--- config.mk ---
export PLATFORM = sky130hd
export DESIGN_NAME = circular_queue_fifo
export DESIGN_NICKNAME = d
export VERILOG_FILES = /design/src/rtl/cqf_pkg.sv /design/src/rtl/cqf_cell.sv /design/src/rtl/circular_queue_fifo.sv
export SDC_FILE = /design/constraint.sdc
export NUM_CORES = 1
export LEC_CHECK = 0
export ABC_AREA = 1
export BUFFER_PORTS_ARGS = -buffer_cell sky130_fd_sc_hd__buf_2
export CAP_MARGIN = 20
export CORE_ASPECT_RATIO = 1.4
export CORE_UTILIZATION = 60
export DETAILED_ROUTE_END_ITERATION = 16
export PLACE_DENSITY = 0.84
export SYNTH_ARGS = -nofsm -noshare
export SYNTH_HDL_FRONTEND = slang
export SYNTH_HIERARCHICAL = 1
export SYNTH_SLANG_ARGS = --single-unit
--- constraint.sdc ---
create_clock -name clk -period 4.6 [get_ports clk]
set_clock_uncertainty 0.15 [all_clocks]
set_input_delay 0.23 -clock clk [delete_from_list [all_inputs] [get_ports clk]]
set_output_delay 0.23 -clock clk [all_outputs]
set_load 0.01 [all_outputs]
--- src/rtl/cqf_pkg.sv ---
// Shared codes, widths and types for the circular queue FIFO.
package cqf_pkg;

	localparam int unsigned WORD_W   = 32;
	localparam int unsigned ACTION_W = 2;
	localparam int unsigned STATUS_W = 2;
	localparam int unsigned COUNT_W  = 4;

	localparam logic [ACTION_W-1:0] ACT_ENQ  = 2'd0;
	localparam logic [ACTION_W-1:0] ACT_DEQ  = 2'd1;
	localparam logic [ACTION_W-1:0] ACT_PEEK = 2'd2;

	localparam logic [STATUS_W-1:0] ST_OK    = 2'd0;
	localparam logic [STATUS_W-1:0] ST_FULL  = 2'd1;
	localparam logic [STATUS_W-1:0] ST_EMPTY = 2'd2;

	typedef logic signed [WORD_W-1:0] word_t;

	// Per-cell control: shift pulls the upper neighbor down, load captures the new word.
	typedef struct packed {
		logic shift;
		logic load;
	} cell_ctrl_t;

endpackage

--- src/rtl/cqf_cell.sv ---
// One storage cell of the queue chain.
module cqf_cell
	import cqf_pkg::*;
(
	input  logic       clk,
	input  cell_ctrl_t ctrl,
	input  word_t      upper_data,
	input  word_t      in_value,
	output word_t      data
);

	word_t data_q;

	always_ff @(posedge clk) begin
		if (ctrl.shift) begin
			data_q <= upper_data;
		end else if (ctrl.load) begin
			data_q <= in_value;
		end
	end

	assign data = data_q;

endmodule

--- src/rtl/circular_queue_fifo.sv ---
// Circular queue FIFO top level: a chain of word cells with a fill counter.
// Results are registered: a result appears on m_axis in the cycle after its request is accepted.
// Throughput: one request per cycle while m_axis_tready is high; the output register frees each cycle it is taken.
// Storage holds up to DEPTH-1 words in a row of cells; cell 0 is the head and a
// dequeue moves every word one cell toward it in the same cycle.
// Reset (arst_n low, asynchronous) empties the queue and drops any pending result.
module circular_queue_fifo
	import cqf_pkg::*;
#(
	parameter int unsigned DEPTH = 16
) (
	input  logic        clk,
	input  logic        arst_n,
	input  logic        s_axis_tvalid,
	output logic        s_axis_tready,
	input  logic [31:0] s_axis_tdata,  // [31:0] in_value
	input  logic [1:0]  s_axis_tuser,  // [1:0] action
	output logic        m_axis_tvalid,
	input  logic        m_axis_tready,
	output logic [39:0] m_axis_tdata,  // [31:0] out_value, [35:32] count, [39:36] zero
	output logic [1:0]  m_axis_tuser   // [1:0] status
);

	localparam int unsigned NCELL = DEPTH - 1;
	localparam int unsigned CW    = (DEPTH > 2) ? $clog2(DEPTH) : 1;
	localparam int unsigned EXT_W = (CW > COUNT_W) ? CW : COUNT_W;
	localparam logic [CW-1:0] FILL_MAX = CW'(DEPTH - 1);

	logic [CW-1:0]          fill_q;
	logic [CW-1:0]          fill_nxt;
	logic                   out_valid_q;
	logic [STATUS_W-1:0]    status_q;
	word_t                  value_q;
	logic [COUNT_W-1:0]     count_q;

	logic                   accept;
	logic [ACTION_W-1:0]    action;
	word_t                  in_value;
	logic                   empty;
	logic                   full;
	logic                   enq_ok;
	logic                   deq_ok;
	logic [STATUS_W-1:0]    status_nxt;
	word_t                  value_nxt;
	logic [EXT_W-1:0]       count_ext;

	word_t                  cell_data [NCELL];
	cell_ctrl_t             cell_ctrl [NCELL];

	assign s_axis_tready = !out_valid_q || m_axis_tready;
	assign accept        = s_axis_tvalid && s_axis_tready;
	assign action        = s_axis_tuser;
	assign in_value      = word_t'(s_axis_tdata);

	assign empty = (fill_q == '0);
	assign full  = (fill_q == FILL_MAX);

	always_comb begin
		enq_ok     = 1'b0;
		deq_ok     = 1'b0;
		status_nxt = ST_OK;
		value_nxt  = '0;
		unique case (action)
			ACT_ENQ: begin
				if (full) begin
					status_nxt = ST_FULL;
				end else begin
					enq_ok = accept;
				end
			end
			ACT_DEQ: begin
				if (empty) begin
					status_nxt = ST_EMPTY;
				end else begin
					deq_ok    = accept;
					value_nxt = cell_data[0];
				end
			end
			ACT_PEEK: begin
				if (empty) begin
					status_nxt = ST_EMPTY;
				end else begin
					value_nxt = cell_data[0];
				end
			end
			default: begin
				// unused code: no operation
			end
		endcase
	end

	always_comb begin
		fill_nxt = fill_q;
		if (enq_ok) begin
			fill_nxt = fill_q + CW'(1);
		end else if (deq_ok) begin
			fill_nxt = fill_q - CW'(1);
		end
	end

	assign count_ext = EXT_W'(fill_nxt);

	genvar gi;
	generate
		for (gi = 0; gi < NCELL; gi++) begin : g_cell
			word_t upper;
			if (gi == NCELL - 1) begin : g_last
				assign upper = '0;
			end else begin : g_mid
				assign upper = cell_data[gi+1];
			end
			assign cell_ctrl[gi].shift = deq_ok;
			assign cell_ctrl[gi].load  = enq_ok && (fill_q == CW'(gi));
			cqf_cell u_cell (
				.clk        (clk),
				.ctrl       (cell_ctrl[gi]),
				.upper_data (upper),
				.in_value   (in_value),
				.data       (cell_data[gi])
			);
		end
	endgenerate

	always_ff @(posedge clk or negedge arst_n) begin
		if (!arst_n) begin
			fill_q      <= '0;
			out_valid_q <= 1'b0;
		end else begin
			fill_q <= fill_nxt;
			if (accept) begin
				out_valid_q <= 1'b1;
			end else if (m_axis_tready) begin
				out_valid_q <= 1'b0;
			end
		end
	end

	// Capture the result of each accepted request.
	always_ff @(posedge clk) begin
		if (accept) begin
			status_q <= status_nxt;
			value_q  <= value_nxt;
			count_q  <= count_ext[COUNT_W-1:0];
		end
	end

	assign m_axis_tvalid = out_valid_q;
	assign m_axis_tuser  = status_q;
	assign m_axis_tdata  = {4'b0000, count_q, value_q};

endmodule

======== Word level (Yosys, flattened, before mapping) ========
Cells that the tools add are included.
word-level totals
  flip-flop bits (word level) ............. 523
  bits of input ports ..................... 38
  latch bits .............................. 0
  memory bits (read-only) ................. 0
  output and inout bits ................... 44
  memories kept ........................... 0
  bits in writable memories ............... 0
  logic and storage cells ................. 116
cells by class
  multipliers ............................. 0
  reduce and logical (&&, ||, !) cells .... 37
  equal/unequal tests ..................... 17
  add/sub/neg operators ................... 2
  div/mod/pow operators ................... 0
  shift-type cells ........................ 0
  mux-type cells .......................... 39
  bitwise logic cells ..................... 1
  order comparisons ....................... 0
operator list
  kind                                                                count
  32-bit 2-to-1 mux                                                   28
  4-bit == test, second input constant                                8
  2-bit nonzero test                                                  15
  4-bit by 3-bit == test with 1-bit output, second input constant     4
  1-bit logical AND                                                   16
  4-bit by 2-bit == test with 1-bit output, second input constant     2
  4-bit 2-to-1 mux                                                    2
  1-bit 2-to-1 mux                                                    7
  4-bit by 1-bit adder with 4-bit output, second input constant       1
  4-bit by 1-bit == test with 1-bit output, second input constant     1
  4-bit logical NOT                                                   1
  2-bit case mux with 2 select lines                                  1
  2-bit OR reduction                                                  2
  4-bit by 1-bit subtractor with 4-bit output, second input constant  1
  2-bit by 1-bit == test with 1-bit output, second input constant     1
  2-bit == test, second input constant                                1
  2-bit logical NOT                                                   1
  2-bit 2-to-1 mux                                                    1
  1-bit logical NOT                                                   1
  1-bit logical OR                                                    1
  1-bit NOT                                                           1

======== Depth between registers and ports, before layout ========
Gate-level depths: netlist of run 1.
  word-level depth ........................ 8
  mapped depth ............................ 10
  mapped depth without buffers ............ 9

======== Cells and area by module ========
The synthesis of run 1 kept the hierarchy.
modules (own cells, without submodules)
  module               cells an instance  times used  area an instance (µm²)  sequential area each (µm²)
  cqf_cell             137                15          1401.3                  960.9
  circular_queue_fifo  204                1           2055.7                  1266.2

======== Least setup slack after synthesis of run 1 ========
No wires, ideal clock.
  path type ............................... register -> register
  start point ............................. register out_valid_q, in the netlist m_axis_tvalid
  end point ............................... register count_q[1], data pin
  required time ........................... 4.193 ns
  setup slack ............................. 1.137 ns
  library setup time ...................... 0.257 ns
  stages on the path, launching flop included .. 7
  arrival time ............................ 3.056 ns
  path buffers ............................ 0
  clock period less this slack ............ 3.463 ns
  path through ............................ dfrtp_1 > a21oi_1 > nand3_1 > nand2_1 > nand2_1 > nand2_1 > nand2_1
between the ends
  cells in the longest elaborated chain, start to end .. 7
  elaborated cells between the ends (all ways) .. 9
  classes of those cells .................. 6 x mux; 3 x reduce/logical
ends and longest elaborated chain
  what                    line                        text
  start, declared         circular_queue_fifo.sv:31   logic out_valid_q;
  start signal, assigned  circular_queue_fifo.sv:127  out_valid_q <= 1'b0;
  start signal, assigned  circular_queue_fifo.sv:131  out_valid_q <= 1'b1;
  start signal, assigned  circular_queue_fifo.sv:133  out_valid_q <= 1'b0;
  1-bit logical NOT *     circular_queue_fifo.sv:50   assign s_axis_tready = !out_valid_q || m_axis_tready;
  1-bit logical OR *      circular_queue_fifo.sv:50
  1-bit logical AND *     circular_queue_fifo.sv:51   assign accept = s_axis_tvalid && s_axis_tready;
  net accept              circular_queue_fifo.sv:36   logic accept;
  1-bit 2-to-1 mux        circular_queue_fifo.sv:72   if (empty) begin
  1-bit 2-to-1 mux        circular_queue_fifo.sv:63   unique case (action)
  4-bit 2-to-1 mux        circular_queue_fifo.sv:96   end else if (deq_ok) begin
  4-bit 2-to-1 mux *      circular_queue_fifo.sv:94   if (enq_ok) begin
  net count_ext[1]        circular_queue_fifo.sv:45   logic [EXT_W-1:0] count_ext;
  end signal, assigned    circular_queue_fifo.sv:143  count_q <= count_ext[COUNT_W-1:0];
  end, declared           circular_queue_fifo.sv:34   logic [COUNT_W-1:0] count_q;
Mark *: on every way through the listed nets, which the timed path passes. The rest lies on a longest branch.
A chain may end at the register's enable or synchronous reset.

==> results of run 1 <==
worst reg2reg max path, stage by stage, from the launching register on:
cell and delay (ns):
dfrtp_1 0.42, inv_1 0.14, ha_1 0.24, inv_1 0.12
nor2_2 0.08, nor2_4 0.69, buf_12 0.55, buf_4 0.60
nand2_1 0.14, nand2_1 0.10
per-stage QoR:
stage	setup slack, ns	area [um2]
final	1.25	24700
after global routing	1.01	24700
after floorplan	1.14	23200
after detailed placement	1.31	23200
after global placement	1.45	23200
after CTS	1.26	24700
logic make-up after synthesis:
logic type                 count (synthesis)  synth area share (%)
other                                      1                0.0163
and+or+nand+nor                         1550                  25.6
AOI/OAI and AO/OA                          2                0.0433
xor gates and xnor gates                   3                 0.114
buffers and inverters                    172                  5.87
adders and majority gates                  8                 0.434
DFF                                      523                  67.9
registers in the layout, indices dropped and copies added, names as in the netlist:
| register | cells |
|---|---|
| count_q | 4 |
| g_cell.u_cell/data | 480 |
| fill_q | 4 |
| m_axis_tuser | 2 |
| m_axis_tvalid | 1 |
| value_q | 32 |
Yosys cell counts:
cell type,instances
inv_1,41
buf_6,61
dfrtp_1,5
ha_1,8
inv_2,3
buf_4,49
nor3_1,3
nand2_4,1
nand2_2,2
nor2_1,46
edfxtp_1,518
nand2_1,1472
a21oi_1,1
nor2_2,2
xor2_1,3
inv_4,15
nand3_1,7
or2_2,15
nor2_4,2
conb_1,1
o21ai_0,1
clkbuf_8,3
report_power, final:
part           total, mW  switching (mW)  internal (mW)
registers           5.87           0.107           5.76
clock network       3.68            1.65           2.03
logic               1.24           0.918          0.322
total               10.8            2.68           8.11
area by class of cell:
cell class / instances / area [um2]
antenna: 1 / 2.50
clock buffer: 57 / 1230
fill: 2622 / 13100
clock inverter: 30 / 204
multi-input combinational: 1599 / 6180
sequential: 523 / 15700
tap: 473 / 592
inverter: 59 / 259
timing repair buffer: 87 / 510
per-layer routing:
metal,vias up,global-route usage [%]
met5,-,0
met4,0,6.31
met3,74,2.63
met2,458,40.4
met1,7060,24.5
li1,7292,-
worst max path at each step:
stage                     slack (ns)           from                         to  depth (start not counted)
after floorplan                 1.14  m_axis_tvalid                 count_q[1]                          6
after global placement          1.45      fill_q[0]  g_cell[9].u_cell/data[20]                          9
after detailed placement        1.31      fill_q[0]  g_cell[13].u_cell/data[0]                          9
after CTS                       1.26      fill_q[0]  g_cell[13].u_cell/data[0]                          9
after global routing            1.01      fill_q[1]  g_cell[13].u_cell/data[0]                          9
final                           1.25      fill_q[0]  g_cell[13].u_cell/data[0]                          9
==> flow_results.org, run 1 <==
** Min path
- Hold Path End :: g_cell[1].u_cell/data[17]
- The worst hold path belongs to the class input pin to flop.
- The worst hold path was traced through 3 stages.
- Hold path startpoint :: s_axis_tdata[17]

** Critical path
- The worst setup path is launched from a flop.
- Reg-to-reg setup timing slack :: 1.25 ns
- For the worst setup path, the data arrival time is 3.63 ns.
- The startpoint identified for the worst register-to-register timing path is fill_q[0].
- The endpoint identified for the worst register-to-register timing path is g_cell[13].u_cell/data[0].
- The slowest stage of the critical path belongs to the cell nor2_4.
- The worst setup path is captured at a flop.
- Data on the critical path is required at its endpoint by 4.88 ns.
- Counting both buffers and inverters, the worst setup path holds a total of 4.
- The worst setup path is of the flop to flop kind.
- Maximum fanout count along the critical path :: 164
- The kind of cell with the highest combined delay along the critical path is buffers and inverters.
- The number of cells on the worst reg-to-reg path is 9.
- Sequence of cells on the critical path :: inv_1 -> ha_1 -> inv_1 -> nor2_2 -> nor2_4 -> buf_12 -> buf_4 -> nand2_1 -> nand2_1
- The largest single stage delay on the critical path is 0.69 ns.

** Placed design
- The congestion estimate from routability-driven global placement came to 0.803.
- In this run the tool buffered the top-level ports with 77 buffer cells.
- Placed cells :: 2,736
- The wire-length estimate of the detail-placed layout is 26,000 um.

** Floorplanning
- Die Y :: 234 um
- Starting Density :: 61.2%
- Width of the chip :: 168 um
- Die area :: 0.0393 mm2
- IO Count :: 82
- The floorplan has 84 rows.
- Placeable Area :: 0.0377 mm2

** Route
- Detail Route met2 WL :: 21,800 um
- For this block, the routed nets add up to 40,400 um of wire.
- After detailed routing, the number of remaining DRC violations is 0.
- Detailed Routing Iterations Pass 1 :: 5
- Summed over all nets, wire length on met3 after detailed routing comes to 2090 um.
- The detailed router put a total of 15,600 um of wire on met1.
- Vias per cell :: 5.26
- Signal routing reaches up to met4.
- Starting DRT DRC Count :: 1,175
- Antenna Violating Nets Remaining :: 0
- Routed vias :: 14,884
- Wire length per cell :: 14.3 um

** Outcome
- The run finished with clean final reports.

** Yosys
- The Yosys step of the flow raised 6 warnings.
- Summing every instance area after synthesis gives 0.0231 mm2.
- Post-synthesis area per instance :: 10.2 um2
- The synthesized netlist contains 22 unique library cells.
- The synthesized design contains 523 register bits.
- In the synthesized netlist, the number of instances is 2,259.
- Ranked by total cell area, the synthesized netlist is headed by edfxtp_1 (67%), nand2_1 (24%), buf_6 (3.0%).
- Register area share after synthesis :: 67.9%
- Largest area contributor in the netlist :: edfxtp_1
- Yosys top cell area share :: 67.4%

** Clock network
- No sink is reached through more buffers than the 3 on the longest clock path.
- Later-pin clock latency in the skew report :: 0.57 ns
- The tree built by TritonCTS fans out to 523 sinks.
- The number of clock buffers added by TritonCTS is 47.
- CTS tree :: built
- After clock tree synthesis, the clock-pin slew on the worst setup and hold paths is 0.06 ns.
- The number of gates resized after CTS was 0.
- H-tree level count :: 2
- In this run, post-CTS hold repair placed 5 buffers.
- The tree is rooted in a clkbuf_16.
- Buffers added to address setup during post-CTS repair amount to 0.

** Final layout
- Leaving out fill and tap cells, the most frequent cell in the layout is nand2_1.
- At the end of the flow, the number of nets in the layout was 2,363.
- For this run, the share of the core covered by cells in the final layout is 65.4%.
- Fraction of layout instances using a drive strength above 1 :: 7.94%
- Most frequent cells in the layout :: nand2_1 (1,472), edfxtp_1 (518), buf_2 (77), clkbuf_16 (48), nor2_1 (46)
- Leaving out filler cells and counting taps, the final layout contains 2,829.
- Relative to the synthesized area, the layout overhead comes to 6.89%.

** Timing
- Final hold vios :: 0
- Setup violations remaining at the end of the flow were counted as 0.
- Max-slew violation total from the final report :: 0
- In the finished design, the share of the clock period the worst path needs comes to 72.8%.
- Relative max-transition margin :: 40.9%
- Peak clock frequency supported by timing :: 299 MHz
- TNS Setup :: 0 ns
- Setup repair after global routing left no endpoint under its margin.
- For the pin with the worst max-slew slack, the measured transition is 0.884 ns.
- The tightest hold path in the finished design has a slack of 0.0319 ns.
- Final critical path time including I/O delays and setup :: 3.35 ns

** Power and ir drop
- In this run the power density over the cells is 437 mW/mm2.
- For this design the static power due to leakage is 10.7 nW.
- Overall power consumption :: 10.8 mW
- Worst voltage drop across the vdd grid :: 338 uV

** Flow run
- Number of maximum-capacitance violations :: 0

** Global route
- Global routing used 21.1% of the available tracks across all layers.
- Maximum number of pins on one net before global-route repair :: 165
- The via count of the first global-routing pass was 14,459.
- Global route overflow :: 0
- Antenna violations before repair :: 1
- The first global-routing pass estimated 67,400 um of wire.
(Power assumes the default switching activity.)
==> run 2, diff against run 1 <==
- CORE_UTILIZATION: 60 -> 56
- PLACE_DENSITY: 0.84 -> 0.82
- clock period: 4.6 -> 2.7 ns (I/O delays scaled with it)
==> flow_results.org, run 2 (same netlist as run 1, synthesis figures left out) <==
** Floorplanning
- The number of standard-cell rows in the floorplan was 87 (was 84).
- The area of the die is 0.0420 mm2 (was 0.0393 mm2).
- The starting utilization of the core area was 57.0% (was 61.2%).
- The area inside the core boundary was 0.0405 mm2 (was 0.0377 mm2).
- Die Y :: 242 um (was 234 um)
- The horizontal extent of the die came to 174 um (was 168 um).
- The number of I/O pins came to 82 (unchanged).

** Route
- Starting DRT DRC Count :: 1,290 (was 1,175)
- The average wire length per cell after detail routing was 14.3 um (about the same).
- The via count normalized by instance count came to 5.11 (was 5.26).
- The number of nets with antenna violations after detailed routing is 0 (unchanged).
- Routed vias :: 15,036 (was 14,884)
- The post-route DRC violation count is 0 (unchanged).
- Total routed wirelength :: 41,900 um (was 40,400 um)
- Detailed Routing Iterations Pass 1 :: 5 (unchanged)

** Final layout
- The flip-flop count of the largest register, all copies and words added came to 480 (unchanged).
- Most frequent cells in the layout: nand2_1 (1,472), edfxtp_1 (518), buf_2 (77), clkbuf_16 (53), nor2_1 (46) (was nand2_1 (1,472), edfxtp_1 (518), buf_2 (77), clkbuf_16 (48), nor2_1 (46)).
- Net count reported at finish :: 2,415 (was 2,363)
- Total inserted antenna cells :: 0 (was 1)
- The leading cell type in the layout, fill and taps excluded was nand2_1 (unchanged).
- Layout Cell Area excl Fill :: 0.0254 mm2 (was 0.0247 mm2)
- The area growth from synthesis to layout came to 9.91% (was 6.89%).
- Final-layout fill cell count :: 3,000 (was 2,622)
- Fraction of layout instances using a drive strength above 1 :: 8.51% (was 7.94%)

** Placed design
- Hpwl dp :: 27,100 um (was 26,000 um)
- Post-place instance area :: 0.0234 mm2 (was 0.0232 mm2)
- The number of buffer cells added on primary ports came to 77 (unchanged).
- Final weighted congestion of routability-driven global placement :: 0.743 (was 0.803)

** Clock network
- Root buffer selected by CTS :: clkbuf_16 (unchanged)
- # clock sinks :: 523 (unchanged)
- Clock slew at the register clock pins of the worst setup and hold paths :: 0.06 ns (about the same)
- Clock buffer count from CTS :: 49 (was 47)
- The clock tree from TritonCTS is built (unchanged).
- The clock tree buffer depth came to 3 (unchanged).
- The worst-skew pair later-pin latency was 0.57 ns (about the same).
- H-tree level count :: 2 (unchanged)

** Power and ir drop
- Clock group share of total power :: 34.5% (was 34.1%)
- Part of the power in combinational logic :: 12.0% (was 11.5%)
- Leakage power summed over all cells :: 10.9 nW (was 10.7 nW)
- The net switching component of the power is 4.63 mW (was 2.68 mW).
- Cell Pwr Density :: 738 mW/mm2 (was 437 mW/mm2)
- The internal power is 14.1 mW (was 8.11 mW).
- Sequential power share :: 53.5% (was 54.4%)
- The share of total power consumed by net switching came to 24.7% (was 24.8%).
- The largest voltage drop on the vdd net came to 511 uV (was 338 uV).

** Global route
- The initial antenna violation count is 0 (was 1).
- Aggregate global-route resource usage :: 20.1% (was 21.1%)
- The total global routing overflow was 0 (unchanged).
- The via count of the first global-routing pass is 14,859 (was 14,459).
- The largest net degree at the start of global routing is 109 (was 165).
- The global-route wire length before repair was 69,400 um (was 67,400 um).

** Timing
- Final critical path time including I/O delays and setup :: 2.57 ns (was 3.35 ns)
- Actual transition at the worst max-transition pin :: 0.775 ns (was 0.884 ns)
- Max-slew violation total from the final report :: 0 (unchanged)
- Unrepaired setup endpoints after global routing :: true (was false)
- Final period utilization :: 95.1% (was 72.8%)
- The relative slew slack was 48.4% (was 40.9%).
- Number of setup violations in the final report :: 0 (unchanged)
- The post-route worst hold slack came to 0.116 ns (was 0.0319 ns).
- The total count of hold-check failures in the final report is 0 (unchanged).
- The fmax came to 389 MHz (was 299 MHz).

** Critical path
- Endpoint type of the worst setup path :: flop (unchanged)
- Type of the worst setup path :: flop to flop (unchanged)
- The kind of start point of the critical path is a flop (unchanged).
- Required time of the critical path :: 2.74 ns (was 4.88 ns)
- The worst path arrival time was 2.61 ns (was 3.63 ns).
- Maximum fanout count along the critical path :: 32 (was 164)

** Outcome
- Run status :: finished, final reports clean (unchanged)

** Min path
- The kind of path behind the tightest hold check is input pin to flop (unchanged).

** Flow run
- The number of max-capacitance violations reported came to 0 (unchanged).
[run 2: changes by cell type in the layout (fill, tap and decap cells not counted), moves of 3 or more]
cell / previous run / this run
buf_4: 2 / 12
or2_2: 15 / 9
dlygate4sd3_1: 5 / 38
clkbuf_1: 9 / 13
or2_4: 0 / 6
buf_12: 3 / 6
clkbuf_16: 48 / 53
[run 2: final cells by class]
type                            count  area [um2]  share of cell area [%]
Clock buffer                       64        1330                    5.22
Clock inverter                     26         171                   0.676
Inverter                           59         259                    1.02
Multi-Input combinational cell   1600        6200                    24.5
Sequential cell                   523       15700                    61.8
Tap cell                          534         668                    2.63
Timing Repair Buffer              136        1050                    4.15
[run 2: stage by stage]
stage / instances / power (mW) / TNS (ns) / util [%] / setup WS [ns]
final: 2942 / 18.7 / 0 / 62.6 / 0.132
after floorplan: 2294 / 11.9 / 0 / - / 0.173
after CTS: 2938 / 18.8 / 0 / 62.4 / 0.0123
after detailed placement: 2810 / 12.3 / 0 / 57.8 / 0.0242
after global placement: 2810 / 12.1 / 0 / 57.8 / 0.184
after global routing: 2942 / 19.5 / -0.945 / 62.6 / -0.0243
[run 2: worst paths after layout]
kind | start | to | slack, ns | cells after the start
max reg2reg | fill_q[1] | g_cell[9].u_cell/data[15] | 0.13 | 6
max in group asynchronous | arst_n | fill_q[0] | 1.82 | 3
min | m_axis_tready | fill_q[3] | 0.12 | 7
max | fill_q[1] | g_cell[9].u_cell/data[15] | 0.13 | 6
min reg2reg | g_cell[7].u_cell/data[1] | g_cell[6].u_cell/data[1] | 0.36 | 2
min in group asynchronous | arst_n | fill_q[1] | 0.35 | 3
[run 2: layer usage]
layer | global-route usage [%] | up-vias | routed length [um]
met1 | 23.6 | 7037 | 16000
li1 | - | 7405 | -
met2 | 37.5 | 508 | 22400
met3 | 2.56 | 86 | 2450
met4 | 6.74 | 0 | 1130
met5 | 0 | - | 0
[run 2: power by group through the flow]
stage | clock network, mW | logic, mW | registers [mW]
floorplan | 0 | 1.72 | 10.2
finish | 6.46 | 2.25 | 10.0
detailed placement | 0 | 2.14 | 10.2
global route | 6.84 | 2.55 | 10.1
global placement | 0 | 1.96 | 10.1
CTS | 6.55 | 2.21 | 10.0
[run 2: timing repair]
action,CTS,global route
buffers inserted,0,1
pin swaps,1,1
resized for setup,0,8
endpoints found under the hold margin,488,0
hold buffers,38,0
cloned,0,3
setup endpoints to repair,2,919
[run 2: critical path, cell delays in order (launching register included)]
cell	delay [ns]
dfrtp_1	0.43
inv_1	0.11
ha_1	0.21
inv_1	0.13
nor2_2	0.10
nor2_2	0.37
or2_2	0.68
